**config.mk**
```make
export PLATFORM = sky130hd
export DESIGN_NAME = vcs_divider
export DESIGN_NICKNAME = d
export VERILOG_FILES = /design/src/hdl/vertex_cluster_simplifier_defines.svh /design/src/hdl/vcs_divider.sv
export SDC_FILE = /design/constraint.sdc
export NUM_CORES = 1
export LEC_CHECK = 0
export BUFFER_PORTS_ARGS = -buffer_cell sky130_fd_sc_hd__buf_4
export CORE_MARGIN = 3
export CORE_UTILIZATION = 35
export DETAILED_ROUTE_END_ITERATION = 8
export PLACE_DENSITY = 0.59
export SKIP_CTS_REPAIR_TIMING = 1
export SYNTH_ARGS = -nofsm -noshare
export SYNTH_HDL_FRONTEND = slang
export SYNTH_SLANG_ARGS = --single-unit
export TNS_END_PERCENT = 10
```
**constraint.sdc**
```tcl
create_clock -name clk_i -period 4.4 [get_ports clk_i]
set_input_delay 0.44 -clock clk_i [delete_from_list [all_inputs] [get_ports clk_i]]
set_output_delay 0.44 -clock clk_i [all_outputs]
set_load 0.01 [all_outputs]
```
**src/hdl/vertex_cluster_simplifier_defines.svh**
```systemverilog
// Assertion macros for the vertex cluster simplifier.
// Included by files that carry concurrent assertions; no other dependencies.
`ifndef VERTEX_CLUSTER_SIMPLIFIER_DEFINES_SVH
`define VERTEX_CLUSTER_SIMPLIFIER_DEFINES_SVH
`ifndef NO_ASSERTIONS
`define VCS_ASSERT(lbl, clk, rst_n, prop) \
  lbl: assert property (@(posedge clk) disable iff (!rst_n) prop) \
    else $error("%m: check failed");
`define VCS_ASSERT_ALWAYS(lbl, clk, prop) \
  lbl: assert property (@(posedge clk) prop) else $error("%m: check failed");
`else
`define VCS_ASSERT(lbl, clk, rst_n, prop)
`define VCS_ASSERT_ALWAYS(lbl, clk, prop)
`endif
`endif

```
**src/hdl/vcs_divider.sv**
```systemverilog
// Restoring divider, one quotient bit per cycle, unsigned operands.
// No dependencies.
module vcs_divider #(
  parameter int DIVIDEND_W = 49,
  parameter int DIVISOR_W  = 16
) (
  input  logic                  clk_i,
  input  logic                  rst_ni,
  input  logic                  start_i,
  input  logic [DIVIDEND_W-1:0] dividend_i,
  input  logic [DIVISOR_W-1:0]  divisor_i,
  output logic                  done_o,
  output logic [DIVIDEND_W-1:0] quotient_o
);

  localparam int CNT_W = $clog2(DIVIDEND_W + 1);

  logic                  active_q, done_q;
  logic [CNT_W-1:0]      cnt_q;
  logic [DIVIDEND_W-1:0] quo_q;
  logic [DIVISOR_W-1:0]  rem_q, rem_d, dvs_q;
  logic [DIVISOR_W:0]    trial, diff;
  logic                  ge;

  assign trial = {rem_q, quo_q[DIVIDEND_W-1]};
  assign diff  = trial - {1'b0, dvs_q};
  assign ge    = trial >= {1'b0, dvs_q};
  assign rem_d = ge ? diff[DIVISOR_W-1:0] : trial[DIVISOR_W-1:0];

  always_ff @(posedge clk_i or negedge rst_ni) begin
    if (!rst_ni) begin
      active_q <= 1'b0;
      done_q   <= 1'b0;
      cnt_q    <= '0;
    end else begin
      done_q <= active_q && (cnt_q == CNT_W'(1));
      if (start_i) begin
        active_q <= 1'b1;
        cnt_q    <= CNT_W'(DIVIDEND_W);
      end else if (active_q) begin
        cnt_q <= cnt_q - CNT_W'(1);
        if (cnt_q == CNT_W'(1)) begin
          active_q <= 1'b0;
        end
      end
    end
  end

  always_ff @(posedge clk_i) begin
    if (start_i) begin
      quo_q <= dividend_i;
      rem_q <= '0;
      dvs_q <= divisor_i;
    end else if (active_q) begin
      quo_q <= {quo_q[DIVIDEND_W-2:0], ge};
      rem_q <= rem_d;
    end
  end

  assign done_o     = done_q;
  assign quotient_o = quo_q;

endmodule

```
==> out/metrics.csv <==
metric,value,unit
final WL,9730,microns
clock slew at reported path FFs,60,ps
Hold Startpoint,divisor_i[4],
Setup Skew,7.74,ps
Initial DRC Count,108,
max cap viols,0,
Tightest Pin Transition,1030,ps
Post-DP HPWL,6920,microns
Final #Nets,555,
# IOs,118,
CP Launch Point,dvs_q[3],
Main synth FF type,edfxtp_1,
share of layout cells above drive strength 1,0.397,
FMAX,315,MHz
unrepaired setup endpoints after global routing,false,
HP Class,input port to register,
fin crit period,3170,ps
Post-synth EDFFs,65,
Port Buffers,117,
Storage cell area,2470,sq um
Seq cells post-synth,89,
Crit Path Class,register to register,
Area Growth Syn to Fin,30.9,%
final cell count without fillers,641,
Required @ worst endpoint,4650,ps
r2r startpoint,dvs_q[3],
outcome,"complete, no violations",
drt drc,0,
CTS root buf,clkbuf_16,
Placed Cells incl. Taps,624,
Final ANT Viol Nets,0,
vias,3117,
final slew viol count,0,
"Core Util, Final",0.475,
"Cell Area, Synth",4430,sq um
core area,12200,sq um
CTS Buf Count,9,
Synth Instances,349,
overall routing resource usage,0.145,
# setup viols final,0,
Rows,40,
synth warn,0,
CTS Sinks,89,
power density over the cells,501,nW/um^2
Chip Height,119,microns
Worst EP arrival,3430,ps
Hold Fails Final Rpt,0,
via/cell ratio,4.86,
Slew headroom,0.313,
area of the multi-input gates,1810,sq um
Chip Width,119,microns
Fillers,1152,
Die Area,14000,sq um
Post-Syn Nets,436,
vias in the first global route,3273,
first-pass GRT wire length,16200,microns
final worst path period share,0.722,
Leak,2.51,nW
CTS tree,yes,
crit end category,register,
1st-pass router iterations,4,
initial core utilization,0.363,
peak fanout along the critical path,7,
global route total overflow,0,
Avg Inst Size Synth,12.7,sq um
"FFs w/ async S/R, synth",0.0899,
routed len/inst,15.2,microns
Yosys cell types,49,
peak supply drop,0.000203,V
GPL Wtd Cong,0.813,
sequential fraction of the synthesis area,0.558,
CP Launch Type,register,
initial antenna violation count,0,
Setup TNS,0,ps
largest net degree at the start of global routing,64,
Clock Tree Buf Depth,2,
clk_lat worst skew,340,ps
H-tree levels,3,
Inserted Diodes,0,
synthesized netlist by cell type (all sizes together) (3+ instances only):
cell type  instances  area, sq um
a211oi            10         75.1
a21o               7         52.6
a21oi             10         65.1
a32oi              5         43.8
buf                4         26.3
clkbuf            10         37.5
dfrtp              8          200
dfxtp             16          320
edfxtp            65         1950
ha                18          225
inv               23         86.3
mux2              49          552
mux2i              9         90.1
nand2             15         56.3
nand2b             4         25.0
nand3              3         15.0
nor2              25         93.8
nor4               5         31.3
o21ai             16         83.8
xnor2             11         96.3
xor2               4         35.0
routing by layer:
layer	global-route usage	wire, microns
met3	0.0579	785
met2	0.208	4300
met1	0.189	4430
met5	0	0
met4	0.0702	210
sequential cells by signal (all words and copies together) (netlist names):
signal and count:
active_q 1, done_o 1, quotient_o 49, dvs_q 16
cnt_q 6, rem_q 16
cell usage in the layout (no fill, tap or decap), types with 2 or more instances in the layout:
| cell type | instances |
|---|---|
| ha_1 | 18 |
| a211oi_1 | 10 |
| o31ai_1 | 2 |
| nand2_1 | 15 |
| nor3_1 | 2 |
| nor4_1 | 5 |
| clkbuf_16 | 9 |
| a31oi_1 | 2 |
| a21o_1 | 7 |
| bufinv_16 | 2 |
| o211ai_1 | 2 |
| mux2i_1 | 9 |
| o21a_1 | 2 |
| inv_1 | 22 |
| a21oi_1 | 8 |
| nand3_1 | 3 |
| xor2_1 | 4 |
| nor2_1 | 25 |
| edfxtp_1 | 65 |
| o21ai_0 | 15 |
| dfrtp_1 | 8 |
| mux2_2 | 49 |
| buf_4 | 121 |
| dfxtp_1 | 16 |
| nor2b_1 | 2 |
| and3_1 | 2 |
| or3_1 | 2 |
| clkbuf_1 | 3 |
| a32oi_1 | 5 |
| nand3b_1 | 2 |
| nand2b_1 | 4 |
| xnor2_1 | 11 |
critical path, stage by stage, from the launching register on:
cell and delay (ps):
edfxtp_1 320, inv_1 40, ha_1 330, a21o_1 230, a21oi_4 200, a21oi_2 90, o41a_1 440, a2111oi_4 590
buf_4 270, mux2_2 340, a211oi_1 230
per-stage QoR:
stage	hold slack [ps]	area, sq um	setup slack [ps]	total power [mW]
after detailed placement	266	5490	1230	2.12
final	267	5800	1230	2.91
after global placement	264	5490	1300	2.11
after global routing	251	5800	979	3.08
after CTS	-107	5790	1210	2.94
after floorplan	144	4430	1790	1.84
cell type report:
cell class	instances	area share
sequential	89	0.426
multi-input combinational	223	0.312
timing repair buffer	122	0.158
clock buffer	12	0.0408
tap	168	0.0362
inverter	23	0.0149
clock inverter	4	0.0119
worst paths after layout:
check / end / slack, ps / depth (start not counted)
setup / recovery: rem_q[0] / 1230 / 10
hold / removal: dvs_q[4] / 270 / 1
setup reg to reg: rem_q[0] / 1230 / 10
hold reg to reg: rem_q[9] / 490 / 2
max in group asynchronous: cnt_q[5] / 3820 / 2
min in group asynchronous: cnt_q[1] / 450 / 2
report_power, final:
part | internal, mW | leakage (nW) | switching (mW) | total (mW)
sequential | 1.05 | 0.899 | 0.0951 | 1.14
clock | 0.495 | 0.148 | 0.305 | 0.800
combinational | 0.486 | 1.47 | 0.476 | 0.962
total | 2.03 | 2.51 | 0.876 | 2.91
cells by family (layout without fill, tap and decap cells):
kind of cell / after synthesis / after routing / synth area share
XOR/XNOR: 15 / 15 / 0.0296
AND/OR/NAND/NOR: 67 / 67 / 0.0726
AO/OA/AOI/OAI: 64 / 64 / 0.106
multiplexers: 58 / 58 / 0.145
flip-flops: 89 / 89 / 0.558
buffers and inverters: 37 / 161 / 0.0339
adder cells (fa/ha/maj): 19 / 19 / 0.0553
Power figures use the tool's default switching activity.
