<file path="config.mk">
export PLATFORM = sky130hd
export DESIGN_NAME = vcs_ram
export DESIGN_NICKNAME = d
export VERILOG_FILES = /design/src/hdl/vertex_cluster_simplifier_defines.svh /design/src/hdl/vcs_ram.sv
export SDC_FILE = /design/constraint.sdc
export NUM_CORES = 1
export LEC_CHECK = 0
export ABC_AREA = 1
export BUFFER_PORTS_ARGS = -buffer_cell sky130_fd_sc_hd__buf_4
export CAP_MARGIN = 5
export CELL_PAD_IN_SITES_DETAIL_PLACEMENT = 1
export CELL_PAD_IN_SITES_GLOBAL_PLACEMENT = 1
export CORE_ASPECT_RATIO = 0.7
export CORE_MARGIN = 5
export CORE_UTILIZATION = 25
export DETAILED_ROUTE_END_ITERATION = 16
export PLACE_DENSITY_LB_ADDON = 0.1
export SLEW_MARGIN = 30
export SYNTH_ARGS = -nofsm -noshare
export SYNTH_HDL_FRONTEND = slang
export SYNTH_SLANG_ARGS = --single-unit
</file>
<file path="constraint.sdc">
create_clock -name clk_i -period 0.95 [get_ports clk_i]
set_input_delay 0.0475 -clock clk_i [delete_from_list [all_inputs] [get_ports clk_i]]
set_output_delay 0.0475 -clock clk_i [all_outputs]
set_load 0.03 [all_outputs]
</file>
<file path="src/hdl/vertex_cluster_simplifier_defines.svh">
// Assertion macros for the vertex cluster simplifier.
// Included by files that carry concurrent assertions; no other dependencies.
`ifndef VERTEX_CLUSTER_SIMPLIFIER_DEFINES_SVH
`define VERTEX_CLUSTER_SIMPLIFIER_DEFINES_SVH
`ifndef NO_ASSERTIONS
`define VCS_ASSERT(lbl, clk, rst_n, prop) \
  lbl: assert property (@(posedge clk) disable iff (!rst_n) prop) \
    else $error("%m: check failed");
`define VCS_ASSERT_ALWAYS(lbl, clk, prop) \
  lbl: assert property (@(posedge clk) prop) else $error("%m: check failed");
`else
`define VCS_ASSERT(lbl, clk, rst_n, prop)
`define VCS_ASSERT_ALWAYS(lbl, clk, prop)
`endif
`endif

</file>
<file path="src/hdl/vcs_ram.sv">
// Generic single-port-write, single-port-read RAM with registered read data.
// No dependencies.
module vcs_ram #(
  parameter int WIDTH = 8,
  parameter int DEPTH = 16
) (
  input  logic                     clk_i,
  input  logic                     we_i,
  input  logic [$clog2(DEPTH)-1:0] waddr_i,
  input  logic [WIDTH-1:0]         wdata_i,
  input  logic                     re_i,
  input  logic [$clog2(DEPTH)-1:0] raddr_i,
  output logic [WIDTH-1:0]         rdata_o
);

  logic [WIDTH-1:0] mem_q [DEPTH];

  always_ff @(posedge clk_i) begin
    if (we_i) begin
      mem_q[waddr_i] <= wdata_i;
    end
    if (re_i) begin
      rdata_o <= mem_q[raddr_i];
    end
  end

endmodule

</file>
==> flow_summary.ini, run 1 <==
[run_status]
status = finished with violations
violations = negative setup slack

[critical_path]
worstSetupPathType = flip-flop to output pin
path_max_fanout = 1
r2r_slack_ns = -0.11
crit_path_end_kind = output pin
cp-start-kind = flip-flop
reg2reg_depth = 6
cp_top_family = flip-flops
path_cells = buf_6
critPathSlowestCell = edfxtp_1
max_stage_delay_ns = 0.44
crit_buf_inv = 1
r2r-end = rdata_o[4]
crit_required_ns = 0.90
cp.arrival_ns = 1.03
r2r_start = mem_q[3][4]

[routing]
dr.pass1.iters = 4
vias = 3956
postRouteAntennaNets = 0
wl_per_cell_um = 18.1
viasPerCell = 4.20
drt_iter0_markers = 143
remaining_drc_errors = 0
wl_mm = 17.1

[sta]
period_share_pct = 113
skew_ns = 0.00803
rsz0062_at_grt = true
max_freq_mhz = 929
period_minus_slack_ns = 1.08
tightest_slew_ns = 0.501
setup_viol = 16
drv_slew = 0
layout_setup_ws_ns = -0.126
hold_ws_ns = 0.0128
slew_headroom_pct = 66.6
hold_violations = 0

[finish]
mostFrequentLayoutCells = 162 x nand2_1, 136 x edfxtp_1, 99 x inv_1
final_nets = 635
n_antenna_cell = 0
multiInputGateArea_um2 = 1480
fill_cells = 2558
final_common_cell = nand2_1
synthToLayoutAreaGrowth_pct = 29.5
drive_gt1_share_pct = 23.1
seq_area_um2 = 4080

[synthesis]
ys_seq_elements = 136
netlist.top_cell.by_area = edfxtp_1
yosysTopAreaCellShare_pct = 69.8
synth_nets = 570
syn_area_um2 = 5850
ys_warn_count = 0
syn_inst = 551
yosys-top-cells-area = edfxtp_1 70%, nand2_1 11%, nand3_1 8.3%
yosysSeqAreaShare_pct = 69.8
avgSynthCellArea_um2 = 10.6
synth_cell_types = 11

[pwr]
power_density_nw_per_um2 = 1880
p_leak_nw = 3.18
finalPower_w = 0.0143
ir_drop_v = 0.00119

[global_routing]
grt_max_degree = 55
grt_use_total_pct = 13.6
overflow = 0
grt_pass1_vias = 4182
grt_pass1_wl_mm = 25.8
antenna_found_initial = 0

[hold_path]
min_from = wdata_i[5]
hold_end = mem_q[3][5]
worstHoldPathCells = 1
hold_class = input port to flip-flop

[die]
coreArea_um2 = 22800
start_util_pct = 25.6
die_h_um = 138
die_w_um = 193
pin_count = 27
dieArea_um2 = 26600
rows = 46

[clock_network]
cts_setup_buffers = 0
cts_root_buffer = clkbuf_16
cts.htree.levels = 4
cts_sinks = 136
cts_tree = yes
cts_buffers = 17
worstSkewPairLatency_ns = 0.42
clock_path_buffers = 2
path_clk_slew_ns = 0.06

[placed_design]
place.gp.congestion = 0.748
dp_hpwl_mm = 11.3
portBuffers = 26

[job]
drv_cap = 0
[worst max-delay path by stage]
stage,from,to,slack (ns),depth (start not counted)
floorplan,waddr_i[2],mem_q[10][0],-0.05,2
global placement,raddr_i[0],rdata_o[4],-0.34,8
detailed placement,raddr_i[0],rdata_o[4],-0.34,8
CTS,rdata_o[2],rdata_o[2],-0.16,1
global route,mem_q[2][4],rdata_o[4],-0.18,6
finish,rdata_o[2],rdata_o[2],-0.13,1
[repair_timing]
item | in CTS | in global routing
hold buffers | 7 | 0
endpoints found under the hold margin | 96 | 0
resized for setup | 42 | 24
gates cloned | 0 | 0
pin swaps | 26 | 27
setup endpoints to repair | 16 | 16
[stage by stage]
step	setup TNS, ns	setup slack [ns]	area [um^2]	utilization (%)	std cells
4_1_cts	-1.78	-0.162	7470	32.7	941
2_1_floorplan	-4.00	-0.0483	5850	-	551
6_report	-1.47	-0.126	7570	33.1	941
3_3_place_gp	-13.69	-0.345	6660	29.2	902
3_5_place_dp	-16.27	-0.343	6660	29.2	902
5_1_grt	-2.25	-0.180	7570	33.1	941
[layer usage]
layer  track usage (%)  up-vias  wire [um]
met5                 0        -          0
met4              3.92        0        155
met3              3.15       12        585
met2              20.6       46       7630
met1              19.5     1987       8680
li1                  -     1911          -
[kinds of logic after synthesis]
logic type / count (synthesis) / synth area share [%]
AND/OR/NAND/NOR: 289 / 20.8
buffers and inverters: 126 / 9.39
flip-flops: 136 / 69.8
[area by class of cell]
class | instances | area share [%]
clock buffer | 20 | 5.77
clock inverter | 12 | 1.44
inverter | 102 | 5.06
multi-input combinational | 289 | 19.6
sequential | 136 | 53.9
tap | 312 | 5.16
timing repair buffer | 70 | 9.05
[sequential cells by signal (all words and copies together), names as in the netlist]
signal and cells:
mem_q 128, rdata_o 8
[cell usage after synthesis (all sizes together)]
cell / instances
buf: 24
nand3b: 2
nand2: 173
nor2: 17
inv: 102
edfxtp: 136
nand3: 97
[power by group]
group          switching [W]  total [W]  internal, W
Combinational       0.000751    0.00118     0.000432
Sequential         0.0000434    0.00681      0.00676
Clock                0.00247    0.00627      0.00380
Power figures use the tool's default switching activity.
==> inputs of run 2 (changes only) <==
- GPL_TIMING_DRIVEN: not set -> 0
==> run 2 against run 1 <==
Net effect: the flow still finishes with violations (negative setup slack); non-clock buffer count is 15 lower; register-to-register slack got worse by 0.06 ns; critical path depth is 5 higher; worst hold slack better by 0.0026 ns; sequential cell count did not move; critical endpoint is now rdata_o[0]; clock power increased by 11%; utilization is 0.54 points higher; final cell count decreased by 1.6%; clock skew barely moved; die area unchanged.
==> flow_summary.ini, run 2 (same netlist as run 1, synthesis figures left out) <==
[global_routing]
grt_max_degree = 17
grt_pass1_wl_mm = 27.7
antenna_found_initial = 0
grt_use_total_pct = 15.0
overflow = 0
grt_pass1_vias = 4177

[hold_path]
worstHoldPathCells = 1
hold_class = input port to flip-flop

[clock_network]
clock_path_buffers = 2
cts.htree.levels = 4
cts_sinks = 136
cts_buffers = 17
cts_tree = yes
cts_root_buffer = clkbuf_16
path_clk_slew_ns = 0.06
worstSkewPairLatency_ns = 0.42

[sta]
tightest_slew_ns = 0.597
drv_slew = 0
hold_violations = 0
max_freq_mhz = 895
setup_viol = 24
slew_headroom_pct = 60.2
period_share_pct = 118
layout_setup_ws_ns = -0.168
period_minus_slack_ns = 1.12
skew_ns = 0.00829
rsz0062_at_grt = true

[critical_path]
cp.arrival_ns = 1.29
path_common_cell = nand2_1
crit_path_end_kind = flip-flop
cp-start-kind = flip-flop
crit_buf_inv = 0
max_stage_delay_ns = 0.36
path_cells = nand2_1, nand2_1, nand2_2, nand3_2, nand3_2, nand2_1
reg2reg_depth = 6
cp_top_family = simple AND/OR/NAND/NOR gates
worstSetupPathType = flip-flop to flip-flop
path_depth = 6
path_max_fanout = 1
critPathSlowestCell = edfxtp_1
crit_required_ns = 1.12

[pwr]
p_leak_nw = 3.16
power_density_nw_per_um2 = 1950
ir_drop_v = 0.00109

[finish]
final_common_cell = nand2_1
fin_util_pct = 33.7
top_regs = mem_q (128), rdata_o (8)
mostFrequentLayoutCells = 151 x nand2_1, 136 x edfxtp_1, 99 x inv_1
final_nets = 620
regMostFlops = mem_q
synthToLayoutAreaGrowth_pct = 31.6
largest_register_ffs = 128
n_antenna_cell = 0
final-instance-count-excl-fill = 926
fill_cells = 2518
drive_gt1_share_pct = 30.1

[routing]
drt_iter0_markers = 245
vias = 3945
remaining_drc_errors = 0
wl_per_cell_um = 20.3
dr.pass1.iters = 4
viasPerCell = 4.26
wl_mm = 18.8
postRouteAntennaNets = 0

[placed_design]
placed_cells = 886
dp_hpwl_mm = 12.6
dp_slack_ns = -0.736
portBuffers = 23
place.gp.congestion = 0.772

[die]
rows = 46
pin_count = 27
die_w_um = 193
start_util_pct = 25.6
dieArea_um2 = 26600
coreArea_um2 = 22800
die_h_um = 138

[run_status]
violations = negative setup slack
status = finished with violations

[job]
drv_cap = 0
-- run 2: changes by cell type in the layout (fill, tap and decap cells not counted), sizes merged --
cell	delta
buf	-10
dlygate4sd3	-5
bufinv	+2
clkbuf	-2
inv	+2
clkinv	-1
clkinvlp	-1
-- run 2: layer usage --
| metal | wire length (um) | share of wire (%) | up-vias | global-route usage, % |
|---|---|---|---|---|
| li1 | - | - | 1890 | - |
| met3 | 1260 | 6.7 | 19 | 3.47 |
| met5 | 0 | 0 | - | 0 |
| met4 | 281 | 1.5 | 0 | 5.54 |
| met2 | 7790 | 41 | 102 | 20.9 |
| met1 | 9480 | 50 | 1934 | 22.4 |
-- run 2: metrics by stage --
stage,TNS [ns],power (W),instance area [um^2],hold slack [ns]
after global routing,-2.57,0.0156,7700,0.00719
after global placement,-78.25,0.00797,6410,0.366
after CTS,-6.65,0.0151,7470,0.000150
final,-1.63,0.0150,7700,0.0154
after detailed placement,-76.70,0.00798,6420,0.377
after floorplan,-4.00,0.00745,5850,0.146
-- run 2: final cells by class --
cell class	count	area (um^2)	area share (%)
buffer	24	166	2.16
clock buffer	18	429	5.58
clock inverter	14	179	2.32
inverter	102	383	4.97
multi-input combinational	289	1710	22.3
sequential	136	4080	53.1
tap	312	390	5.07
timing repair buffer	31	350	4.55
-- run 2: worst paths after layout --
kind | from | to | slack [ns]
setup / recovery | mem_q[10][0] | rdata_o[0] | -0.17
hold / removal | wdata_i[6] | mem_q[5][6] | 0.02
setup reg to reg | mem_q[10][0] | rdata_o[0] | -0.17
hold reg to reg | mem_q[6][7] | rdata_o[7] | 0.79
-- run 2: power breakdown --
| group | internal, W | switching [W] |
|---|---|---|
| logic | 0.000390 | 0.000888 |
| clock network | 0.00436 | 0.00259 |
| registers | 0.00676 | 0.0000367 |
| total | 0.0115 | 0.00351 |
-- run 2: repair_timing --
action,4_1_cts,5_1_grt
endpoints found under the hold margin,8,5
hold buffers,1,1
setup endpoints to repair,122,80
buffers inserted,2,4
pin swaps,24,29
resized for setup,92,33
-- run 2: worst reg2reg max path, delay by kind of cell, from the launching register on --
kind,cells,cell delay (ns)
flops,1,0.36
simple gates,6,0.50
==> inputs of run 3 (changes only) <==
- CELL_PAD_IN_SITES_DETAIL_PLACEMENT: 1 -> not set
- CELL_PAD_IN_SITES_GLOBAL_PLACEMENT: 1 -> not set
- PLACE_DENSITY_LB_ADDON: 0.1 -> not set
==> run 3 against run 2 <==
Net effect: the flow still finishes with violations (negative setup slack); cell area fell by 3.7%; final cell count is 0.22% lower; clock skew rose by 0.0022 ns; utilization shrank 1.2 points; clock power decreased by 14%; worst hold slack worse by 0.015 ns; combinational power decreased by 8%; critical path type unchanged; largest cell class unchanged; largest power group is now registers.
==> flow_summary.ini, run 3 (same netlist as run 1, synthesis figures left out) <==
[run_status]
status = finished with violations
violations = negative setup slack

[clock_network]
cts_sinks = 136
path_clk_slew_ns = 0.06
clock_path_buffers = 2
cts_tree = yes
cts.htree.levels = 4
cts_setup_buffers = 0
worstSkewPairLatency_ns = 0.43
cts_buffers = 17
cts_root_buffer = clkbuf_16

[placed_design]
dp_hpwl_mm = 10.5
place.gp.congestion = 0.903
placed_cells = 886
placed_area_um2 = 6410
dp_slack_ns = -0.637
portBuffers = 23

[routing]
vias = 3929
wl_per_cell_um = 17.2
postRouteAntennaNets = 0
drt_iter0_markers = 422
wl_mm = 15.9
remaining_drc_errors = 0
dr.pass1.iters = 5
viasPerCell = 4.25

[critical_path]
r2r-end = rdata_o[0]
cp-start-kind = flip-flop
path_cells = inv_1, nand2_1, nand3_2, nand3_1, nand3_1, nand2_2
r2r_start = mem_q[6][0]
critPathSlowestCell = edfxtp_1
r2r_slack_ns = -0.20
cp.arrival_ns = 1.32
crit_path_end_kind = flip-flop
path_common_cell = nand3_1
worstSetupPathType = flip-flop to flip-flop
reg2reg_depth = 6
path_max_fanout = 1
crit_required_ns = 1.12
max_stage_delay_ns = 0.37

[finish]
synthToLayoutAreaGrowth_pct = 26.8
multiInputGateArea_um2 = 1600
largest_register_ffs = 128
mostFrequentLayoutCells = 153 x nand2_1, 136 x edfxtp_1, 100 x inv_1
finalInstanceArea_um2 = 7410
final_common_cell = nand2_1
fill_cells = 2338
final_nets = 618
final-instance-count-excl-fill = 924
regMostFlops = mem_q
drive_gt1_share_pct = 27.1
top_regs = mem_q (128), rdata_o (8)
seq_area_um2 = 4080
n_antenna_cell = 0

[hold_path]
hold_end = mem_q[11][3]
worstHoldPathCells = 1
min_from = wdata_i[3]
hold_class = input port to flip-flop

[die]
die_h_um = 138
start_util_pct = 25.6
rows = 46
dieArea_um2 = 26600
coreArea_um2 = 22800
die_w_um = 193
pin_count = 27

[sta]
setup_viol = 46
skew_ns = 0.0104
hold_ws_ns = 0.000923
period_share_pct = 121
max_freq_mhz = 868
tightest_slew_ns = 0.569
period_minus_slack_ns = 1.15
hold_violations = 0
drv_slew = 0
slew_headroom_pct = 61.9
rsz0062_at_grt = true
layout_setup_ws_ns = -0.202

[global_routing]
antenna_found_initial = 0
grt_use_total_pct = 12.6
grt_pass1_vias = 3773
grt_pass1_wl_mm = 23.8
grt_max_degree = 17
overflow = 0

[pwr]
power_density_nw_per_um2 = 1890
ir_drop_v = 0.000899
p_leak_nw = 3.05

[job]
drv_cap = 0
-- run 3: area by class of cell --
| cell class | count | share of cell area (%) |
|---|---|---|
| Inverter | 102 | 5.16 |
| Clock buffer | 18 | 5.79 |
| Tap cell | 312 | 5.26 |
| Buffer | 24 | 2.24 |
| Clock inverter | 14 | 1.35 |
| Timing Repair Buffer | 29 | 3.54 |
| Sequential cell | 136 | 55.1 |
| Multi-Input combinational cell | 289 | 21.6 |
-- run 3: metal layers --
metal,global-route usage (%),share of wire (%)
met1,20.1,49
met2,16.3,40
met3,3.45,9.4
met4,3.29,0.86
met5,0,0
-- run 3: where the power goes --
part / total, W / internal, W / switching, W
logic: 0.00118 / 0.000370 / 0.000812
registers: 0.00680 / 0.00676 / 0.0000397
clock network: 0.00600 / 0.00334 / 0.00266
total: 0.0140 / 0.0105 / 0.00351
-- run 3: how the worst max path moves through the flow --
stage                 startpoint           end  slack, ns  depth (start not counted)
CTS                   waddr_i[3]   mem_q[4][2]      -0.19                          3
detailed placement    waddr_i[2]   mem_q[8][5]      -0.64                          3
finish               mem_q[6][0]    rdata_o[0]      -0.20                          6
global placement      waddr_i[2]   mem_q[8][0]      -0.60                          3
floorplan             waddr_i[2]  mem_q[10][0]      -0.05                          2
global route        mem_q[10][1]    rdata_o[1]      -0.23                          6
-- run 3: worst max-delay path: cells and delay by family (launching register included) --
kind	cells	cell delay, ns
AND/OR/NAND/NOR	5	0.46
buffers and inverters	1	0.06
flip-flops	1	0.37
-- run 3: through the flow --
step / power, W / util [%] / TNS [ns]
global route: 0.0144 / 32.4 / -3.73
finish: 0.0140 / 32.4 / -2.30
global placement: 0.00790 / 28.1 / -64.35
detailed placement: 0.00791 / 28.1 / -67.71
floorplan: 0.00745 / - / -4.00
CTS: 0.0140 / 31.8 / -6.12
-- run 3: what timing repair did --
action / CTS / global route
gates resized for setup: 72 / 29
hold buffers: 5 / 1
endpoints found under the setup margin: 114 / 66
endpoints found under the hold margin: 48 / 2
pin swaps: 15 / 16
